`config.mk`:
```
export PLATFORM = sky130hd
export DESIGN_NAME = htbp_ram
export DESIGN_NICKNAME = d
export VERILOG_FILES = /design/src/rtl/htbp_ram.sv
export SDC_FILE = /design/constraint.sdc
export NUM_CORES = 1
export LEC_CHECK = 0
export ABC_AREA = 1
export BUFFER_PORTS_ARGS = -buffer_cell sky130_fd_sc_hd__buf_2
export CAP_MARGIN = 25
export CELL_PAD_IN_SITES_DETAIL_PLACEMENT = 1
export CELL_PAD_IN_SITES_GLOBAL_PLACEMENT = 2
export CORE_ASPECT_RATIO = 1.4
export CORE_UTILIZATION = 44
export DETAILED_ROUTE_END_ITERATION = 8
export PLACE_DENSITY = 0.9
export SLEW_MARGIN = 20
export SYNTH_ARGS = -nofsm -noshare
export SYNTH_HDL_FRONTEND = slang
export SYNTH_SLANG_ARGS = --single-unit
```
`constraint.sdc`:
```
create_clock -name clock -period 2.45 [get_ports clock]
set_clock_uncertainty 0.1 [all_clocks]
set_input_delay 0.1225 -clock clock [delete_from_list [all_inputs] [get_ports clock]]
set_output_delay 0.1225 -clock clock [all_outputs]
set_load 0.01 [all_outputs]
```
`src/rtl/htbp_ram.sv`:
```
// generic single write port, single read port ram with registered read data
// no dependencies
module htbp_ram #(
   parameter int WIDTH = 8,
   parameter int DEPTH = 16
) (
   input  logic                     clock,
   input  logic                     wr_en,
   input  logic [$clog2(DEPTH)-1:0] wr_addr,
   input  logic [WIDTH-1:0]         wr_data,
   input  logic                     rd_en,
   input  logic [$clog2(DEPTH)-1:0] rd_addr,
   output logic [WIDTH-1:0]         rd_data
);

   logic [WIDTH-1:0] mem [DEPTH];
   logic [WIDTH-1:0] rd_data_ff;

   // write port
   always_ff @(posedge clock) begin
      if (wr_en) begin
         mem[wr_addr] <= wr_data;
      end
   end

   // read port, data holds until the next read
   always_ff @(posedge clock) begin
      if (rd_en) begin
         rd_data_ff <= mem[rd_addr];
      end
   end

   assign rd_data = rd_data_ff;

endmodule

```
==> Word-level counts from Yosys, hierarchy flattened <==
Memory sizes are Yosys's and may differ from the RTL's. A register that Yosys moved wholly into a read port is not among the register bits.
Index checks and enable logic that the tools add are counted.
{ "word_totals": {"ff_bits": 0, "ram_bits": 128, "elab_cells": 3, "mem_count": 1, "in_bits": 19, "output_inout_bits": 8} }
{ "op_classes": {"mux": 2} }
{ "memory_table": {"columns": ["name", "words", "width", "rd", "rd_ports_with_merged_regs", "write_ports", "line_no", "rtl"], "rows": [
  ["mem", 16, 8, 1, 1, 1, "16", "logic [WIDTH-1:0] mem [DEPTH];"]
]} }
{ "op_table": {"columns": ["cell", "n"], "rows": [
  ["$mux 1", 2]
]} }

==> Depth between registers and ports, before layout <==
Gate-level depths: netlist of run 1.
{ "logic_depth": {"ltp_word": 2, "ltp_mapped": 8, "ltp_nobuf": 7} }

==> Worst setup path before layout of run 1 <==
No wires, ideal clock.
{ "synth_path": {"path_type": "input-to-reg", "from": "input wr_addr[2]", "to": "memory mem[10][0], enable pin", "required_ps": 1980, "stages": 2, "slack_ps": 1277, "arrival_time_ps": 703, "n_path_buf": 0, "setup_time_ps": 370, "path_cell_list": "nand3b_1 nor2_1"} }
{ "synth_rtl": {"columns": ["element", "line_no", "rtl"], "rows": [
  ["start, declared", "9", "input logic [$clog2(DEPTH)-1:0] wr_addr,"],
  ["end, declared", "16", null]
]} }
No word-level cell before the write port.

==> results.tsv, run 1 <==
stage	metric	value	unit
floorplanning	Ports	27	
logic_synthesis	mean area per synthesized cell	10.6	um2
logic_synthesis	Mapped Area	5850	um2
clocking	Reg clk slew, reported paths	60	ps
global_routing	antenna violations before repair	0	
power	internal power	4.81	mW
clocking	Root Buffer	clkbuf_16	
logic_synthesis	Syn Inst Count	551	
route	DRT iter0 DRCs	284	
logic_synthesis	sequential fraction of the synthesis area	69.8	%
route	routed len/inst	21.1	um
global_routing	pin count of the biggest net entering global routing	65	
route	via count	3915	
final_layout	share of cells above drive strength 1	10.1	%
global_routing	Tot GR Track Use	25.1	%
critical_path	CP startpoint	rd_addr[1]	
job	max_cap viols	0	
sta	fmax	0.601	GHz
final_layout	post-synthesis to final-layout area growth	15.3	%
floorplanning	Core Area	12900	um2
critical_path	Critical Path Sink Type	register	
logic_synthesis	syn nets	570	
global_routing	first-pass GRT wire length	24.6	mm
hold_path	hold crit path type	in -> reg	
route	antenna-violating nets left	0	
logic_synthesis	distinct cell type count after synthesis	11	
clocking	CTS H-tree lvls	4	
sta	Final Cycle Share	67.9	%
power	Seq pwr share	43.7	%
clocking	CTS tree	done	
sta	RSZ-0062 raised after global routing	no	
placed_design	Post-DP HPWL	9.73	mm
critical_path	Worst Path Required	2520	ps
placed_design	Setup WS pre-CTS	412	ps
sta	final setup fails	0	
final_layout	Reg area	4080	um2
power	Clock Power Share	50.8	%
critical_path	worst r2r src	mem[7][0]	
global_routing	total global routing overflow	0	
logic_synthesis	synth warn	0	
sta	slew at the pin closest to its max-slew limit	959	ps
floorplanning	die area	13800	um2
power	Pleak	2.89	nW
final_layout	fin util	52.4	%
power	combinational share of power	5.4	%
clocking	maximum clock path buffer count	2	
route	Vias per Instance	5.29	
critical_path	Startpoint Class	input pin	
sta	final slew viol count	0	
floorplanning	Rows	49	
floorplanning	Die W	99.4	um
floorplanning	die height	138	um
sta	Final Hold Viols	0	
power	switching power	1.23	mW
clocking	worst skew pair latency	420	ps
placed_design	gp weighted congestion	0.838	
power	VDD IR max	0.000756	V
route	drt drc	0	
route	First-pass DRT Iterations	4	
final_layout	Nets	594	
sta	Max-slew headroom	35.8	%
critical_path	WS Path Type	in -> reg	
final_layout	area taken by multi-input logic gates	1210	um2
placed_design	I/O Buffers	26	
clocking	CTS buffer count	17	
sta	minimum clock period	1660	ps
final_layout	Antenna diodes	0	
hold_path	HP Start	wr_data[0]	
sta	setup TNS	0	ps
critical_path	CP arrival	1730	ps
power	Switching Share	20.3	%
sta	Final WS setup	787	ps
floorplanning	initial core utilization	45.4	%
logic_synthesis	Yosys reg bits	136	
critical_path	crit path max fanout	33	
final_layout	# fillers	1390	
final_layout	commonest non-fill, non-tap cell in the layout	nand2_1	
power	power per cell area	896	nW/um2
final_layout	most frequent cells in the layout	nand2_1, edfxtp_1, inv_1, nand3_1, buf_2	
global_routing	number of global-route vias before repair	4340	
clocking	Setup Buffers After CTS	0	
outcome	status	complete, no violations	
clocking	CTS Sinks	136	
route	final wirelength	15.6	mm
[cell families (layout without fill, tap and decap cells)]
logic type / after synthesis / after routing / synth area share, %
flops: 136 / 136 / 69.8
simple gates: 289 / 289 / 20.8
buf+inv: 126 / 162 / 9.39
[power by group through the flow]
stage	sequential, mW	combinational (mW)	clock, mW
floorplan	2.69	0.184	0
CTS	2.64	0.331	3.09
detailed placement	2.69	0.322	0
finish	2.64	0.328	3.07
global placement	2.69	0.314	0
global route	2.65	0.359	3.18
[registers in the layout (all words and copies together) (netlist names)]
register	cells
rd_data	8
mem	128
[cells in the mapped netlist]
cell type | number | area [um2]
buf_1 | 1 | 3.75
buf_2 | 13 | 65.1
buf_4 | 4 | 30.0
buf_6 | 6 | 67.6
edfxtp_1 | 136 | 4080
inv_1 | 100 | 375
inv_2 | 2 | 7.51
nand2_1 | 173 | 649
nand3_1 | 97 | 485
nand3b_1 | 2 | 15.0
nor2_1 | 17 | 63.8
[metal layers]
| layer | part of all wire (%) | vias to the layer above | track usage, % |
|---|---|---|---|
| met4 | 3.6 | 0 | 11.8 |
| met5 | 0 | - | 0 |
| met2 | 52 | 110 | 43.3 |
| li1 | - | 1828 | - |
| met3 | 5.1 | 39 | 6.12 |
| met1 | 39 | 1938 | 29.1 |
[layout make-up]
type | count | share of cell area (%)
multi-input combinational | 289 | 18.0
timing repair buffer | 29 | 2.49
inverter | 102 | 5.68
tap | 153 | 2.84
clock buffer | 18 | 6.36
sequential | 136 | 60.6
clock inverter | 13 | 4.06
[stage by stage]
step	instance area, um2	power (mW)	cells	hold slack, ps
6_report	6740	6.04	740	39.1
3_3_place_gp	6030	3.00	708	399
2_1_floorplan	5850	2.87	551	121
3_5_place_dp	6030	3.01	708	399
4_1_cts	6740	6.07	740	31.4
5_1_grt	6740	6.18	740	44.5
[critical path, stage by stage]
cell     delay, ps
buf_2          550
inv_2          470
nand3_1        200
nand3_1        170
nand3_1        150
nand2_1         70
[path summary, 6_finish.rpt]
kind / to / slack, ps / cells after the start
worst max-delay path: rd_data[0] / 790 / 6
worst max register to register: rd_data[0] / 1110 / 6
worst min-delay path: mem[11][0] / 40 / 1
worst min register to register: rd_data[4] / 680 / 6
[what timing repair did]
action | 4_1_cts | 5_1_grt
hold endpoints to repair | 8 | 0
hold buffers | 1 | 0
gates resized for setup | 0 | 0
Note: power is estimated with default switching activity, not from simulation.
==> run 2, diff against run 1 <==
- CORE_UTILIZATION: 44 -> 41
- PLACE_DENSITY: 0.9 -> 0.85
- clock period: 2.45 -> 1.6 ns (I/O delays scaled with it)
==> run 2 against run 1 <==
  * Register-to-register slack got worse by 860 ps
  * Sequential power up 53%
  * Critical endpoint is now rd_data[2]
  * Largest cell class unchanged
  * Largest power group is now registers
  * Highest routed layer unchanged
  * Sequential cell count is the same
  * Utilization down 3.3 points
  * Clock power is 15% higher
  * Critical path type is now reg -> reg
  * Routed wire length up 0.85%
==> results.tsv, run 2 (synthesis gave the netlist of run 1 again) <==
stage	metric	value	unit	change
sta	final setup fails	0		unchanged
power	Pleak	2.94	nW	+2.0%
hold_path	HP Start	wr_data[7]		
sta	fmax	0.741	GHz	
sta	Max-slew headroom	56.2	%	+20 points
floorplanning	die height	143	um	+3.5%
clocking	CTS H-tree lvls	4		unchanged
final_layout	share of cells above drive strength 1	11.8	%	+1.8 points
sta	slew at the pin closest to its max-slew limit	657	ps	-303 ps
route	DR WL met3	527	um	-34%
sta	Final Hold Viols	0		unchanged
final_layout	Nets	619		+4.2%
clocking	maximum clock path buffer count	2		unchanged
final_layout	max reg flops	128		unchanged
sta	final slew viol count	0		unchanged
route	DRT iter0 DRCs	203		-29%
power	switching power	1.73	mW	+41%
final_layout	Top reg by flops	mem		
global_routing	pin count of the biggest net entering global routing	35		-46%
critical_path	CP startpoint	mem[1][2]		
floorplanning	Ports	27		unchanged
critical_path	Worst Path Required	1660	ps	-860 ps
floorplanning	Die W	103	um	+3.5%
clocking	CTS buffer count	17		unchanged
global_routing	first-pass GRT wire length	24.2	mm	-1.9%
route	Top Metal Used	met4		
power	Seq pwr share	49.7	%	+6.0 points
clocking	worst skew pair latency	410	ps	about the same
route	final wirelength	15.8	mm	+0.85%
power	internal power	6.40	mW	+33%
critical_path	FF-to-FF End	rd_data[2]		
power	Switching Share	21.3	%	+0.94 points
hold_path	hold crit path type	in -> reg		
floorplanning	die area	14700	um2	+7.2%
floorplanning	initial core utilization	42.0	%	-3.4 points
clocking	Setup Buffers After CTS	0		unchanged
floorplanning	Core Area	13900	um2	+8.0%
sta	worst hold margin	13.2	ps	-25.9 ps
final_layout	post-synthesis to final-layout area growth	16.9	%	
global_routing	number of global-route vias before repair	4333		-0.16%
critical_path	Startpoint Class	register		
route	DRT met1 WL	6.28	mm	+3.3%
floorplanning	Rows	51		+4.1%
route	First-pass DRT Iterations	4		unchanged
critical_path	Register-to-Register Path Depth	6		unchanged
final_layout	commonest non-fill, non-tap cell in the layout	nand2_1		
power	VDD IR max	0.000665	V	-12%
clocking	CTS resizes	0		unchanged
route	Vias per Instance	5.06		-4.3%
final_layout	most frequent cells in the layout	nand2_1, edfxtp_1, inv_1, nand3_1, buf_2		
placed_design	I/O Buffers	26		unchanged
critical_path	Critical Path Sink Type	register		
placed_design	Post-Place Cells	762		+7.6%
critical_path	CP arrival	1410	ps	-320 ps
critical_path	WS Path Type	reg -> reg		
sta	setup TNS	0	ps	unchanged
hold_path	Hold Path Depth	1		unchanged
hold_path	worst min-delay path endpoint	mem[5][7]		
sta	Final Cycle Share	84.3	%	
power	Clock Power Share	43.6	%	-7.2 points
route	met2 wire length	8.29	mm	+1.1%
final_layout	Final Non-Filler Cells	794		+7.3%
placed_design	Post-DP HPWL	10.1	mm	+3.9%
outcome	status	complete, no violations		
global_routing	total global routing overflow	0		unchanged
global_routing	antenna violations before repair	0		unchanged
route	routed len/inst	19.9	um	-6.0%
power	power per cell area	1190	nW/um2	+33%
sta	RSZ-0062 raised after global routing	no		
placed_design	gp weighted congestion	0.781		-6.9%
global_routing	Tot GR Track Use	23.6	%	-1.5 points
route	via count	4020		+2.7%
route	drt drc	0		unchanged
final_layout	# fillers	1598		+15%
critical_path	crit path max fanout	1		-97%
critical_path	R2R Setup Slk	250	ps	-860 ps
route	antenna-violating nets left	0		unchanged
clocking	cts hold-fix bufs	4		+3
power	combinational share of power	6.7	%	+1.3 points
job	max_cap viols	0		unchanged
critical_path	worst r2r src	mem[1][2]		
clocking	CTS Sinks	136		unchanged
final_layout	Antenna diodes	0		unchanged
clocking	Root Buffer	clkbuf_16		
clocking	CTS tree	done		
clocking	Reg clk slew, reported paths	50	ps	about the same
sta	minimum clock period	1350	ps	
[run 2: cell count changes in the layout (fill, tap and decap cells not counted), sizes merged]
cell,previous run,this run
inv,103,102
dlygate4sd3,1,4
bufinv,8,2
clkbuf,18,20
buf,28,50
clkinvlp,1,0
clkinv,3,6
[run 2: power by group through the flow]
stage | sequential (mW) | combinational (mW) | clock, mW
5_1_grt | 4.05 | 0.597 | 3.71
3_3_place_gp | 4.11 | 0.521 | 0
2_1_floorplan | 4.11 | 0.281 | 0
3_5_place_dp | 4.12 | 0.537 | 0
4_1_cts | 4.04 | 0.554 | 3.60
6_report | 4.04 | 0.543 | 3.54
[run 2: stage by stage]
stage	power (mW)	utilization [%]	setup slack, ps	area [um2]
2_1_floorplan	4.40	-	469	5850
3_3_place_gp	4.63	45.1	54.2	6270
3_5_place_dp	4.65	45.1	31.1	6270
4_1_cts	8.19	49.1	241	6830
5_1_grt	8.36	49.1	162	6830
6_report	8.13	49.1	251	6830
[run 2: cell type report]
type / count / area (um2) / area share [%]
timing repair buffer: 54 / 400 / 5.86
sequential: 136 / 4080 / 59.8
tap: 185 / 231 / 3.39
inverter: 102 / 383 / 5.60
multi-input combinational: 289 / 1210 / 17.8
clock buffer: 20 / 437 / 6.39
clock inverter: 8 / 83.8 / 1.23
[run 2: worst max path at each step]
stage / slack (ps) / cells after the start / to
floorplan: 470 / 2 / mem[10][0]
global placement: 50 / 7 / rd_data[5]
detailed placement: 30 / 6 / rd_data[0]
CTS: 240 / 6 / rd_data[2]
global route: 160 / 6 / rd_data[0]
finish: 250 / 6 / rd_data[2]
[run 2: critical path, stage by stage (launching register included)]
cell      delay, ps
edfxtp_1        360
inv_1            60
nand2_1          50
nand3_1         120
nand3_1         150
nand3_1         170
nand2_1          80
[run 2: per-layer routing]
| metal | up-vias | GRT usage, % |
|---|---|---|
| li1 | 1874 | - |
| met1 | 2020 | 27.4 |
| met2 | 93 | 40.9 |
| met3 | 33 | 3.99 |
| met4 | 0 | 13.0 |
| met5 | - | 0 |
==> run 3, diff against run 2 <==
- clock period: 1.6 -> 1.4 ns (I/O delays scaled with it)
==> run 3 against run 2 <==
  * Fmax grew 6.1%
  * Via count shrank 1.3%
  * Critical endpoint is now rd_data[7]
  * Worst hold slack lost 6.1 ps
  * Die area is the same
  * Register-to-register slack lost 120 ps
  * Sequential share of layout area shrank 0.92 points
  * Routed wire length shrank 0.40%
  * Combinational power grew 13%
  * First-iteration DRC count shrank 13%
  * Setup slack lost 120 ps
==> results.tsv, run 3 (synthesis gave the netlist of run 1 again) <==
stage	metric	value	unit	change
outcome	status	complete, no violations		
clocking	Reg clk slew, reported paths	60	ps	about the same
route	antenna-violating nets left	0		unchanged
global_routing	Tot GR Track Use	23.6	%	about the same
final_layout	most frequent cells in the layout	nand2_1, edfxtp_1, inv_1, nand3_1, buf_2		
final_layout	Nets	624		+0.81%
route	DRT iter0 DRCs	177		-13%
hold_path	hold crit path type	in -> reg		
clocking	Setup Buffers After CTS	0		unchanged
global_routing	first-pass GRT wire length	24.2	mm	+0.26%
sta	setup TNS	0	ps	unchanged
floorplanning	Ports	27		unchanged
route	final wirelength	15.7	mm	-0.40%
power	switching power	2.16	mW	+25%
floorplanning	die area	14700	um2	unchanged
critical_path	Register-to-Register Path Depth	6		unchanged
final_layout	post-synthesis to final-layout area growth	18.7	%	
critical_path	Startpoint Class	register		
clocking	CTS Sinks	136		unchanged
clocking	maximum clock path buffer count	2		unchanged
placed_design	Setup WS pre-CTS	-78.4	ps	-109 ps
sta	slew at the pin closest to its max-slew limit	654	ps	-2.77 ps
final_layout	Top reg by flops	mem		
placed_design	Post-DP HPWL	10.0	mm	-0.72%
final_layout	max reg flops	128		unchanged
global_routing	number of global-route vias before repair	4330		-0.069%
floorplanning	Die W	103	um	unchanged
power	power per cell area	1400	nW/um2	+18%
critical_path	Critical Path Sink Type	register		
critical_path	crit path max fanout	1		unchanged
sta	Final Hold Viols	0		unchanged
global_routing	antenna violations before repair	0		unchanged
sta	fmax	0.786	GHz	+6.1%
clocking	Root Buffer	clkbuf_16		
clocking	worst skew pair latency	410	ps	about the same
route	routed len/inst	19.6	um	-1.4%
sta	Max-slew headroom	56.3	%	+0.18 points
route	via count	3969		-1.3%
power	Pleak	2.99	nW	+1.4%
sta	Final WS setup	128	ps	-123 ps
sta	final setup fails	0		unchanged
final_layout	Antenna diodes	0		unchanged
floorplanning	initial core utilization	42.0	%	unchanged
critical_path	CP arrival	1340	ps	-70 ps
sta	Final Cycle Share	90.8	%	+6.5 points
clocking	CTS buffer count	17		unchanged
route	Vias per Instance	4.95		-2.3%
placed_design	I/O Buffers	26		unchanged
critical_path	WS Path Type	reg -> reg		
critical_path	Worst Path Required	1460	ps	-200 ps
power	VDD IR max	0.000770	V	+16%
floorplanning	Core Area	13900	um2	unchanged
floorplanning	die height	143	um	unchanged
final_layout	share of cells above drive strength 1	13.6	%	+1.8 points
hold_path	Hold Path Depth	1		unchanged
clocking	CTS tree	done		
global_routing	pin count of the biggest net entering global routing	65		+86%
power	internal power	7.55	mW	+18%
final_layout	commonest non-fill, non-tap cell in the layout	nand2_1		
power	Seq pwr share	47.6	%	-2.1 points
sta	final slew viol count	0		unchanged
clocking	CTS H-tree lvls	4		unchanged
floorplanning	Rows	51		unchanged
power	Switching Share	22.2	%	+0.95 points
route	drt drc	0		unchanged
placed_design	gp weighted congestion	0.778		-0.37%
sta	minimum clock period	1270	ps	-77.4 ps
sta	RSZ-0062 raised after global routing	no		
job	max_cap viols	0		unchanged
power	Clock Power Share	46.1	%	+2.5 points
route	First-pass DRT Iterations	6		+2
global_routing	total global routing overflow	0		unchanged
power	combinational share of power	6.3	%	-0.4 points
run 3: changes by cell type in the layout (fill, tap and decap cells not counted), moves of 2 or more:
cell and delta:
clkbuf_1 -2, clkinvlp_4 +5, clkinv_1 -4, buf_4 +3
clkinv_2 +2, dlygate4sd3_1 +2
run 3: metal layers:
layer	up-vias	share of wire (%)	GRT usage, %
met2	76	54	42.2
met1	1984	40	27.0
li1	1886	-	-
met5	-	0	0
met3	23	3.3	4.86
met4	0	2.4	9.79
run 3: area by class of cell:
| cell class | count | area, um2 |
|---|---|---|
| Clock inverter | 13 | 155 |
| Timing Repair Buffer | 59 | 443 |
| Tap cell | 185 | 231 |
| Fill cell | 1566 | 6970 |
| Sequential cell | 136 | 4080 |
| Inverter | 102 | 383 |
| Multi-Input combinational cell | 289 | 1210 |
| Clock buffer | 18 | 429 |
run 3: worst paths after layout:
check             start  slack [ps]         end
max           mem[5][7]         130  rd_data[7]
min          wr_data[4]           7   mem[2][4]
max reg2reg   mem[5][7]         130  rd_data[7]
min reg2reg  mem[10][7]         660  rd_data[7]
run 3: stage by stage:
stage | std cells | total power, mW | hold slack (ps) | area (um2) | utilization [%]
floorplan | 551 | 5.02 | 68.9 | 5850 | -
finish | 802 | 9.71 | 7.10 | 6940 | 49.9
CTS | 802 | 9.77 | 12.5 | 6940 | 49.9
detailed placement | 765 | 5.31 | 363 | 6290 | 45.3
global placement | 765 | 5.29 | 351 | 6290 | 45.3
global route | 802 | 9.98 | 11.7 | 6940 | 49.9
run 3: repair_timing:
| action | 4_1_cts | 5_1_grt |
|---|---|---|
| hold buffers | 6 | 0 |
| hold endpoints to repair | 70 | 0 |
| gates resized for setup | 0 | 0 |
run 3: power groups by stage:
stage	sequential (mW)	combinational (mW)	clock [mW]
CTS	4.62	0.628	4.52
global placement	4.70	0.587	0
finish	4.62	0.614	4.48
floorplan	4.70	0.322	0
detailed placement	4.70	0.608	0
global route	4.62	0.681	4.68
run 3: critical path, cell delays in order (launching register included):
cell	delay (ps)
edfxtp_1	360
inv_1	70
nand2_1	60
nand3_1	110
nand3_1	100
nand3_1	160
nand2_1	70
